**config.mk**
```make
export PLATFORM = sky130hd
export DESIGN_NAME = pick_place_motion_sequencer
export DESIGN_NICKNAME = d
export VERILOG_FILES = /design/src/rtl/ppms_pkg.sv /design/src/rtl/pick_place_motion_sequencer.sv
export SDC_FILE = /design/constraint.sdc
export NUM_CORES = 1
export LEC_CHECK = 0
export ABC_AREA = 1
export BUFFER_PORTS_ARGS = -buffer_cell sky130_fd_sc_hd__buf_2
export CORE_ASPECT_RATIO = 0.9
export CORE_UTILIZATION = 45
export CTS_BUF_LIST = sky130_fd_sc_hd__clkbuf_4
export DETAILED_ROUTE_END_ITERATION = 8
export PLACE_DENSITY = 0.73
export SLEW_MARGIN = 20
export SYNTH_ARGS = -nofsm -noshare
export SYNTH_HDL_FRONTEND = slang
export SYNTH_SLANG_ARGS = --single-unit
```
**constraint.sdc**
```tcl
create_clock -name clk -period 3.7 [get_ports clk]
set_clock_uncertainty 0.05 [all_clocks]
set_input_delay 0.185 -clock clk [delete_from_list [all_inputs] [get_ports clk]]
set_output_delay 0.185 -clock clk [all_outputs]
set_load 0.005 [all_outputs]
```
**src/rtl/ppms_pkg.sv**
```systemverilog
// Package for the pick-and-place motion sequencer: word types, codes and register map.
`timescale 1ns / 1ps

package ppms_pkg;

  // Field widths
  localparam int unsigned PosW     = 32;
  localparam int unsigned TimeW    = 24;
  localparam int unsigned ElapsedW = 16;
  localparam int unsigned PhaseW   = 4;
  localparam int unsigned CfgAddrW = 3;
  localparam int unsigned CfgDataW = 32;

  // Counter ceiling and timeout after reset
  localparam logic [TimeW-1:0] WaitMax        = {TimeW{1'b1}};
  localparam logic [TimeW-1:0] TimeoutDefault = TimeW'(3000);

  // Register indexes
  localparam logic [CfgAddrW-1:0] REG_SAFE_Z       = 3'd0;
  localparam logic [CfgAddrW-1:0] REG_PICK_Z       = 3'd1;
  localparam logic [CfgAddrW-1:0] REG_PLACE_Z      = 3'd2;
  localparam logic [CfgAddrW-1:0] REG_PICK_X       = 3'd3;
  localparam logic [CfgAddrW-1:0] REG_PICK_Y       = 3'd4;
  localparam logic [CfgAddrW-1:0] REG_PLACE_X      = 3'd5;
  localparam logic [CfgAddrW-1:0] REG_PLACE_Y      = 3'd6;
  localparam logic [CfgAddrW-1:0] REG_MOVE_TIMEOUT = 3'd7;

  // Commands
  localparam logic CMD_START = 1'b0;
  localparam logic CMD_POLL  = 1'b1;

  // Verdicts
  localparam logic [1:0] VERDICT_POLL  = 2'd0;
  localparam logic [1:0] VERDICT_DONE  = 2'd1;
  localparam logic [1:0] VERDICT_ERROR = 2'd2;

  // Error codes
  localparam logic [1:0] ERR_NONE     = 2'd0;
  localparam logic [1:0] ERR_NO_ACT   = 2'd1;
  localparam logic [1:0] ERR_REFUSED  = 2'd2;
  localparam logic [1:0] ERR_TIMEOUT  = 2'd3;

  // Move kinds
  localparam logic KIND_Z  = 1'b0;
  localparam logic KIND_XY = 1'b1;

  // Phase codes in sequence order
  localparam logic [PhaseW-1:0] PH_RAISE_START  = 4'd0;
  localparam logic [PhaseW-1:0] PH_TO_PICK_XY   = 4'd1;
  localparam logic [PhaseW-1:0] PH_LOWER_PICK   = 4'd2;
  localparam logic [PhaseW-1:0] PH_CLAMP_WAIT   = 4'd3;
  localparam logic [PhaseW-1:0] PH_RAISE_PICK   = 4'd4;
  localparam logic [PhaseW-1:0] PH_TO_PLACE_XY  = 4'd5;
  localparam logic [PhaseW-1:0] PH_LOWER_PLACE  = 4'd6;
  localparam logic [PhaseW-1:0] PH_RELEASE_WAIT = 4'd7;
  localparam logic [PhaseW-1:0] PH_RAISE_END    = 4'd8;
  localparam logic [PhaseW-1:0] PH_FINAL        = 4'd9;

  // Input word
  typedef struct packed {
    logic                command;
    logic                actuator_present;
    logic                at_target;
    logic                cmd_accepted;
    logic [ElapsedW-1:0] elapsed_ms;
  } in_word_t;

  // Result word
  typedef struct packed {
    logic [1:0]               verdict;
    logic [1:0]               error_code;
    logic [PhaseW-1:0]        phase;
    logic                     cmd_valid;
    logic                     cmd_kind;
    logic signed [PosW-1:0]   target_x;
    logic signed [PosW-1:0]   target_y;
    logic signed [PosW-1:0]   target_z;
  } out_word_t;

endpackage

```
**src/rtl/pick_place_motion_sequencer.sv**
```systemverilog
// Top level of the pick-and-place motion sequencer: phase logic, wait counter, result register.
`timescale 1ns / 1ps

// Channel  Direction  Signals                      Word
// in       input      in_valid, in_ready, in_data   ppms_pkg::in_word_t
// out      output     out_valid, out_ready, out_data ppms_pkg::out_word_t
// cfg      input      cfg_we, cfg_addr, cfg_wdata   one register per write
//
// The phase decision and the saturating add to the wait counter sit between
// the phase/counter registers and the result register.
// A word is accepted while the result register is empty or being drained, so
// a word can enter in every cycle; a stalled out_ready holds one result and
// then holds in_ready low. Reset clears phase, counter and output valid and
// loads the register defaults.

module pick_place_motion_sequencer (
  input  logic                               clk,
  input  logic                               rst_n,
  input  logic                               in_valid,
  output logic                               in_ready,
  input  ppms_pkg::in_word_t                 in_data,
  output logic                               out_valid,
  input  logic                               out_ready,
  output ppms_pkg::out_word_t                out_data,
  input  logic                               cfg_we,
  input  logic [ppms_pkg::CfgAddrW-1:0]      cfg_addr,
  input  logic [ppms_pkg::CfgDataW-1:0]      cfg_wdata
);

  // Configuration registers
  logic signed [ppms_pkg::PosW-1:0] safe_z_r, pick_z_r, place_z_r;
  logic signed [ppms_pkg::PosW-1:0] pick_x_r, pick_y_r, place_x_r, place_y_r;
  logic [ppms_pkg::TimeW-1:0]       move_timeout_r;

  // Sequencer state
  logic [ppms_pkg::PhaseW-1:0] phase_r, phase_nxt;
  logic [ppms_pkg::TimeW-1:0]  wait_r, wait_nxt;

  // Result register
  logic                 out_valid_r;
  ppms_pkg::out_word_t  out_data_r, out_data_nxt;

  logic                        accept;
  logic                        waits;
  logic                        issues;
  logic [ppms_pkg::TimeW:0]    wait_sum;
  logic [ppms_pkg::TimeW-1:0]  wait_sat;
  logic                        kind_xy;
  logic signed [ppms_pkg::PosW-1:0] tx, ty, tz;

  assign in_ready  = !out_valid_r || out_ready;
  assign accept    = in_valid && in_ready;
  assign out_valid = out_valid_r;
  assign out_data  = out_data_r;

  // Write configuration registers
  always_ff @(posedge clk) begin
    if (!rst_n) begin
      safe_z_r       <= '0;
      pick_z_r       <= '0;
      place_z_r      <= '0;
      pick_x_r       <= '0;
      pick_y_r       <= '0;
      place_x_r      <= '0;
      place_y_r      <= '0;
      move_timeout_r <= ppms_pkg::TimeoutDefault;
    end else if (cfg_we) begin
      unique case (cfg_addr)
        ppms_pkg::REG_SAFE_Z:       safe_z_r       <= cfg_wdata;
        ppms_pkg::REG_PICK_Z:       pick_z_r       <= cfg_wdata;
        ppms_pkg::REG_PLACE_Z:      place_z_r      <= cfg_wdata;
        ppms_pkg::REG_PICK_X:       pick_x_r       <= cfg_wdata;
        ppms_pkg::REG_PICK_Y:       pick_y_r       <= cfg_wdata;
        ppms_pkg::REG_PLACE_X:      place_x_r      <= cfg_wdata;
        ppms_pkg::REG_PLACE_Y:      place_y_r      <= cfg_wdata;
        ppms_pkg::REG_MOVE_TIMEOUT: move_timeout_r <= cfg_wdata[ppms_pkg::TimeW-1:0];
        default: ;
      endcase
    end
  end

  // Classify the phase and add elapsed time with saturation
  always_comb begin
    waits = !(phase_r == ppms_pkg::PH_RAISE_START || phase_r == ppms_pkg::PH_RAISE_PICK ||
              phase_r == ppms_pkg::PH_RAISE_END);
    issues = !(phase_r == ppms_pkg::PH_CLAMP_WAIT || phase_r == ppms_pkg::PH_RELEASE_WAIT ||
               phase_r == ppms_pkg::PH_FINAL);
    wait_sum = {1'b0, wait_r} + (ppms_pkg::TimeW + 1)'(in_data.elapsed_ms);
    wait_sat = wait_sum[ppms_pkg::TimeW] ? ppms_pkg::WaitMax
                                         : wait_sum[ppms_pkg::TimeW-1:0];
  end

  // Pick the move target of the phase
  always_comb begin
    kind_xy = ppms_pkg::KIND_Z;
    tx      = '0;
    ty      = '0;
    tz      = '0;
    unique case (phase_r) inside
      ppms_pkg::PH_RAISE_START, ppms_pkg::PH_RAISE_PICK, ppms_pkg::PH_RAISE_END: begin
        tz = safe_z_r;
      end
      ppms_pkg::PH_TO_PICK_XY: begin
        kind_xy = ppms_pkg::KIND_XY;
        tx      = pick_x_r;
        ty      = pick_y_r;
      end
      ppms_pkg::PH_LOWER_PICK: tz = pick_z_r;
      ppms_pkg::PH_TO_PLACE_XY: begin
        kind_xy = ppms_pkg::KIND_XY;
        tx      = place_x_r;
        ty      = place_y_r;
      end
      default: tz = place_z_r;
    endcase
  end

  // Decide the step: next phase, next counter and the result word
  always_comb begin
    phase_nxt    = phase_r;
    wait_nxt     = wait_r;
    out_data_nxt = '0;
    out_data_nxt.phase = phase_r;
    if (in_data.command == ppms_pkg::CMD_START) begin
      // restart from the first phase
      phase_nxt          = ppms_pkg::PH_RAISE_START;
      wait_nxt           = '0;
      out_data_nxt.phase = ppms_pkg::PH_RAISE_START;
    end else if (phase_r > ppms_pkg::PH_FINAL) begin
      out_data_nxt.verdict    = ppms_pkg::VERDICT_ERROR;
      out_data_nxt.error_code = ppms_pkg::ERR_REFUSED;
    end else begin
      if (waits) begin
        wait_nxt = wait_sat;
      end
      if (!in_data.actuator_present) begin
        out_data_nxt.verdict    = ppms_pkg::VERDICT_ERROR;
        out_data_nxt.error_code = ppms_pkg::ERR_NO_ACT;
      end else if (waits && !in_data.at_target) begin
        // still waiting: time out once the counter reaches the limit
        if (wait_sat >= move_timeout_r) begin
          out_data_nxt.verdict    = ppms_pkg::VERDICT_ERROR;
          out_data_nxt.error_code = ppms_pkg::ERR_TIMEOUT;
        end
      end else if (!issues) begin
        if (phase_r == ppms_pkg::PH_FINAL) begin
          out_data_nxt.verdict = ppms_pkg::VERDICT_DONE;
        end else begin
          phase_nxt          = phase_r + 1'b1;
          wait_nxt           = '0;
          out_data_nxt.phase = phase_r + 1'b1;
        end
      end else begin
        // show the move; advance only if the actuator takes it
        out_data_nxt.cmd_valid = 1'b1;
        out_data_nxt.cmd_kind  = kind_xy;
        out_data_nxt.target_x  = tx;
        out_data_nxt.target_y  = ty;
        out_data_nxt.target_z  = tz;
        if (!in_data.cmd_accepted) begin
          out_data_nxt.verdict    = ppms_pkg::VERDICT_ERROR;
          out_data_nxt.error_code = ppms_pkg::ERR_REFUSED;
        end else begin
          phase_nxt          = phase_r + 1'b1;
          wait_nxt           = '0;
          out_data_nxt.phase = phase_r + 1'b1;
        end
      end
    end
  end

  // Advance state and set valid on an accepted word; clear valid once drained
  always_ff @(posedge clk) begin
    if (!rst_n) begin
      phase_r     <= ppms_pkg::PH_RAISE_START;
      wait_r      <= '0;
      out_valid_r <= 1'b0;
    end else begin
      if (accept) begin
        phase_r     <= phase_nxt;
        wait_r      <= wait_nxt;
        out_valid_r <= 1'b1;
      end else if (out_ready) begin
        out_valid_r <= 1'b0;
      end
    end
  end

  // Load the result word
  always_ff @(posedge clk) begin
    if (accept) begin
      out_data_r <= out_data_nxt;
    end
  end

endmodule
```
==> results of run 1 <==
cell type report:
cell class	instances	share of cell area, %
inverters	163	3.03
multi-input cells	1550	37.0
flip-flops and latches	383	42.7
clock buffers	149	5.47
repair buffers	242	7.65
diodes	6	0.0734
clock inverters	27	0.948
well taps	525	3.21
registers in the layout (all words and copies together) (netlist names):
register and flops:
out_data 106, pick_x_r 32, pick_y_r 32, pick_z_r 32, place_x_r 32, place_y_r 32
place_z_r 32, safe_z_r 32, move_timeout_r 24, wait_r 24, phase_r 4, out_valid 1
cells by family (layout without fill, tap and decap cells):
family / after synthesis / in the layout / synth area share [%]
and+or+nand+nor: 1006 / 1008 / 24.0
AOI/OAI and AO/OA: 487 / 487 / 14.9
DFF: 383 / 383 / 49.9
buffers and inverters: 324 / 581 / 7.37
adders and majority gates: 46 / 46 / 3.33
xor gates and xnor gates: 9 / 9 / 0.451
other: 0 / 6 / 0
stage by stage:
step / utilization, % / worst slack (ps)
after CTS: 53.2 / 82.9
after floorplan: - / 451
after global routing: 53.3 / 7.69
final: 53.3 / 242
after global placement: 48.6 / 201
after detailed placement: 48.6 / 99.5
synth_stat cells (all sizes together):
master / instances / share of area [%]
o21a: 2 / 0.086
buf: 38 / 1.2
nand3b: 4 / 0.17
nor3b: 2 / 0.086
or2: 2 / 0.086
edfxtp: 106 / 18
or3b: 1 / 0.050
o22ai: 12 / 0.43
nor3: 9 / 0.26
xnor2: 1 / 0.050
nor2: 498 / 11
o211ai: 1 / 0.043
o21ai: 280 / 8.0
nand2: 319 / 7.0
clkbuf: 123 / 2.7
inv: 163 / 3.5
fa: 1 / 0.11
ha: 45 / 3.2
xor2: 8 / 0.40
a21oi: 159 / 5.2
dfxtp: 277 / 32
nand4: 68 / 2.4
a31oi: 33 / 1.2
nand3: 103 / 3.1
power by group through the flow:
stage                     logic [mW]  registers, mW  clock network [mW]
after floorplan                0.448           4.61                   0
after global placement         0.735           4.61                   0
after detailed placement       0.750           4.62                   0
after CTS                      0.792           4.53                3.84
after global routing           0.881           4.54                4.08
final                          0.806           4.53                3.78
final timing paths:
path,cells past startpoint,from,endpoint
setup reg to reg,20,wait_r[0],out_data[105]
setup / recovery,20,wait_r[0],out_data[105]
hold reg to reg,2,pick_y_r[31],pick_y_r[31]
hold / removal,4,rst_n,wait_r[7]
per-layer routing:
metal | global-route usage, % | vias up | routed length (um)
li1 | - | 7891 | -
met1 | 36.9 | 7725 | 23500
met2 | 41.3 | 802 | 23900
met3 | 6.22 | 91 | 5300
met4 | 10.2 | 0 | 1480
met5 | 0 | - | 0
cell usage in the layout (no fill, tap or decap), types with 3 or more instances in the layout:
master           n
ha_1            44
a31oi_1         33
nand2_2          5
buf_4           27
nor2_4           3
nor2_2           6
o22ai_1         12
inv_2            8
clkinv_2         4
edfxtp_1       106
xor2_1           8
inv_6            3
nand2_1        312
diode_2          6
nand4_1         68
nand2_4          3
nor2_1         488
dlygate4sd3_1   44
a21oi_1        129
nand3_1        100
nand3b_1         4
dfxtp_1        276
clkbuf_4       149
buf_2          166
o21ai_1         13
a21oi_2         30
o21ai_0        267
inv_1          150
buf_12           4
clkinv_1        18
nor3_1           7
repair_timing:
item	4_1_cts	5_1_grt
endpoints found under the hold margin	264	0
setup endpoints to repair	0	3
resized for setup	0	6
hold buffers	44	0
critical path: cells and delay by family (launching register included):
family / cells / cell delay, ps
buf+inv: 2 / 200
fa+ha+maj: 3 / 920
flops: 1 / 330
simple gates: 14 / 1720
compound gates: 1 / 100
==> impl_metrics.toml, run 1 <==
[run_status]
status = "finished, violations left"
violations = "design-rule violations, negative hold slack"

[die]
start_util_pct = 45.6
die_area_um2 = 39700
rows = 68
core_um2 = 38400
ios = 168
die_x_um = 210
die_h_um = 189

[placement]
hpwlAfterDp_um = 33900
finalWeightedCongestion = 0.937
placed_cells = 2817
io_buffer_count = 167
placed_area_um2 = 18600

[detailed_routing]
dr.pass1.iters = 9
drt_iter0_drc = 1704
ant_nets = 0
num_vias = 16500
routedWlPerCell_um = 17.8
drc_errors = 2
finalWirelength_um = 54200
vias_per_cell = 5.42

[clock_network]
cts_buffer_depth = 3
root_buffer = "clkbuf_4"
clk_latency_ps = 820
clock_sinks = 383
post_cts_buffers = 0
clk_pin_slew_worst_paths_ps = 60
h-tree-depth = 3
cts_buffers = 96
cts_tree = "done"

[worst_setup_path]
max_stage_delay_ps = 400
cp_max_fo = 13
rrSetupSlack_ps = 240
crit_arrival_ps = 4040
crit_chain = "ha_1 -> fa_1 -> nand3_1 -> nand3_1 -> nand2_2 -> nand2_1 -> nand2_1 -> nand2_4 -> nand2_4 -> nand2_1 -> ha_1 -> nand2_1 -> nor2_1 -> nand4_1 -> nor3_1 -> o21ai_1 -> buf_4 -> nand3_1 -> nand2_1 -> inv_1"
startpoint_type = "register"
cp.required_ps = 4290
worstSetupPathType = "reg -> reg"
worstSetupEndpointType = "register"
cp_common_cell = "nand2_1"
slowest_stage = "fa_1"

[timing]
setup_tns_ps = 0
max_freq_ghz = 0.289
timing.hold.ws_ps = -34.2
relSlewSlack_pct = 24.9
period_share_pct = 93.5
drv_slew = 0
rsz0062_at_grt = "false"
setup_viol = 0
period_minus_slack_ps = 3460
worstMarginPinSlew_ps = 1130
final_hold_viol_count = 1

[synth]
seq_area_frac_synth_pct = 49.9
ys_warn_count = 0
syn_nets = 2361
syn_inst = 2255
synthDistinctLibCells = 38
netlist_area_um2 = 17500
avgSynthCellArea_um2 = 7.76
ys_ff_latch = 383

[job]
drv_cap = 0

[pwr]
p_comb_share_pct = 8.8
irDropWorstVdd_mv = 0.268
p_leak_nw = 8.68
pwr-share-clk_pct = 41.5
switching_share_pct = 26.4
seqPwrFrac_pct = 49.7
powerDensity_nw_per_um2 = 445
power_mw = 9.11
cellInternalPower_mw = 6.70
switching_power_mw = 2.41

[global_route]
antenna_found_initial = 4
grt_max_degree = 248
gr-total-overflow = 0
grt_pass1_vias = 15400
gr-usage-all-layers_pct = 27.0
grt_pass1_wl_um = 84000

[final_layout]
multiInputGateArea_um2 = 7570
layout.nets = 2542
syn2layout_area_growth_pct = 17.0
fillerInstances = 3593
seq_area_um2 = 8730
drive_gt1_share_pct = 17.1
instances_no_fill = 3045
post-route-cell-area_um2 = 20500

[min_path]
hold_class = "in -> reg"
Note: power is estimated with default switching activity, not from simulation.
==> run 2, diff against run 1 <==
--- a/config.mk
+++ b/config.mk
@@ -5,7 +5,6 @@
 export SDC_FILE = /design/constraint.sdc
 export NUM_CORES = 1
 export LEC_CHECK = 0
-export ABC_AREA = 1
 export BUFFER_PORTS_ARGS = -buffer_cell sky130_fd_sc_hd__buf_2
 export CORE_ASPECT_RATIO = 0.9
 export CORE_UTILIZATION = 45
==> run 2 against run 1 <==
Against the previous run: the flow now finishes without violations; combinational power fell by 14%; clock power is 7.9% lower; non-clock buffer count is 39 higher; critical path type unchanged; largest cell class unchanged; highest routed layer is now met5.
==> impl_metrics.toml, run 2 <==
[global_route]
grt_pass1_vias = 14200
grt_pass1_wl_um = 74400
gr-usage-all-layers_pct = 25.2
gr-total-overflow = 0
antenna_found_initial = 2
grt_max_degree = 105

[timing]
fin_ws_ps = 68.9
final_hold_viol_count = 0
period_minus_slack_ps = 3630
period_share_pct = 98.1
relSlewSlack_pct = 29.5
drv_slew = 0
setup_tns_ps = 0
setup_viol = 0
worstMarginPinSlew_ps = 1060
max_freq_ghz = 0.275

[final_layout]
final_common_cell = "nand2_1"
fillerInstances = 3158
post-route-cell-area_um2 = 19900
layout.nets = 2230
drive_gt1_share_pct = 20.5
syn2layout_area_growth_pct = 21.2
mostFrequentLayoutCells = "539 x nand2_1, 274 x dfxtp_1, 264 x a21oi_1, 167 x buf_2, 131 x clkbuf_4"
largest_reg_flops = 106

[worst_setup_path]
crit_arrival_ps = 4060
crit_chain = "ha_4 -> fa_2 -> nand3_4 -> a211oi_2 -> o211ai_1 -> buf_4 -> a31o_1 -> xnor2_1 -> nand2_1 -> ha_1 -> and4_1 -> a221oi_2 -> o311ai_1 -> a31oi_1 -> a21oi_1"
cp.required_ps = 4130
path_buf_inv = 1
startpoint_type = "register"
slowest_stage = "fa_2"
worstSetupEndpointType = "register"
cp_max_fo = 3
cp_top_family = "compound AO/OA/AOI/OAI gates"
max_stage_delay_ps = 410
worstSetupPathType = "reg -> reg"

[pwr]
powerDensity_nw_per_um2 = 434
seqPwrFrac_pct = 51.7
pwr-share-clk_pct = 40.3
p_comb_share_pct = 8.0
cellInternalPower_mw = 6.39
p_leak_nw = 7.33
irDropWorstVdd_mv = 0.214
switching_share_pct = 26.0
switching_power_mw = 2.25

[synth]
syn_inst = 1896
synthDistinctLibCells = 65
synthTopCellsByArea = "dfxtp_1 34%, edfxtp_1 19%, nand2_1 12%"
ys_warn_count = 0
netlist.area_leader.share_pct = 33.7
synth.most_common_cell = "nand2_1"
syn_nets = 2002
avgSynthCellArea_um2 = 8.68
seq_area_frac_synth_pct = 53.1
async_reset_ff_share_pct = 0
ys_ff_latch = 383
synthTopCellsByCount = "540 x nand2_1, 277 x dfxtp_1, 272 x a21oi_1, 137 x nor2_1, 108 x clkbuf_1"
synth_edf_count = 106
yosys.area.top_type = "dfxtp_1"
synth_ff_type = "dfxtp_1"
netlist_area_um2 = 16500

[die]
ios = 168
die_x_um = 204
core_um2 = 36100
die_h_um = 183
die_area_um2 = 37300
start_util_pct = 45.6
rows = 66

[clock_network]
root_buffer = "clkbuf_4"
cts_tree = "done"
clk_pin_slew_worst_paths_ps = 70
clock_sinks = 383
h-tree-depth = 3
cts_buffers = 98
cts_buffer_depth = 3
clk_latency_ps = 780

[detailed_routing]
dr.pass1.iters = 8
routedWlPerCell_um = 17.8
drt_iter0_drc = 1400
vias_per_cell = 5.54
num_vias = 14900
drc_errors = 0
ant_nets = 0
finalWirelength_um = 47800

[placement]
io_buffer_count = 167
dp_slack_ps = -160
finalWeightedCongestion = 0.867
hpwlAfterDp_um = 30300
placed_area_um2 = 17800

[job]
drv_cap = 0

[run_status]
status = "complete, no violations"

[min_path]
hold_class = "in -> reg"
-- run 2: through the flow --
step	hold slack [ps]	utilization, %	instances	power, mW
finish	59.2	55.2	2684	8.64
detailed placement	396	49.4	2442	5.18
global placement	391	49.4	2442	5.16
CTS	3.53	54.2	2671	8.67
floorplan	264	-	1896	4.92
global route	17.0	55.2	2682	9.00
-- run 2: path summary, 6_finish.rpt --
path | from | to | slack (ps) | cells past startpoint
setup / recovery | wait_r[0] | out_data[105] | 70 | 15
hold / removal | in_data[16] | phase_r[3] | 60 | 5
setup reg to reg | wait_r[0] | out_data[105] | 70 | 15
hold reg to reg | pick_y_r[23] | pick_y_r[23] | 400 | 2
-- run 2: kinds of logic (layout without fill, tap and decap cells) --
kind of cell | after synthesis | count (layout) | share of synthesized area (%)
adder cells (fa/ha/maj) | 46 | 46 | 3.54
multiplexers | 3 | 3 | 0.183
buffers and inverters | 194 | 502 | 4.81
AND/OR/NAND/NOR | 754 | 754 | 18.4
flip-flops | 383 | 383 | 53.1
other | 0 | 4 | 0
AO/OA/AOI/OAI | 500 | 500 | 19.2
XOR/XNOR | 16 | 16 | 0.852
-- run 2: worst register-to-register path: cells and delay by family (launching register included) --
| family | cells | cell delay (ps) |
|---|---|---|
| buf+inv | 1 | 180 |
| simple gates | 3 | 350 |
| flops | 1 | 340 |
| fa+ha+maj | 3 | 880 |
| xor+xnor | 1 | 140 |
| compound gates | 7 | 1400 |
-- run 2: final cells by class --
class	instances	area (um2)	area share, %
flip-flops and latches	383	8730	43.8
inverters	41	163	0.816
clock inverters	49	230	1.15
clock buffers	131	983	4.93
repair buffers	281	1840	9.25
diodes	4	10.0	0.0502
multi-input cells	1319	7370	37.0
well taps	476	596	2.99
-- run 2: routing by layer --
metal,wire (um),vias to the layer above,track usage [%]
met4,1190,2,9.95
li1,-,7097,-
met2,22200,667,40.4
met3,3980,92,5.37
met1,20400,7013,33.1
met5,13,-,0
-- run 2: what timing repair did --
item,CTS,global route
endpoints found under the setup margin,3,3
cloned,0,0
hold buffers,46,0
resized for setup,7,54
endpoints found under the hold margin,264,0
pin swaps,3,30
buffers inserted,3,10
-- run 2: power groups by stage --
stage               clock, mW  sequential [mW]  combinational, mW
global route             3.77             4.48              0.750
detailed placement          0             4.56              0.617
floorplan                   0             4.56              0.357
finish                   3.48             4.47              0.691
global placement            0             4.56              0.606
CTS                      3.55             4.47              0.662
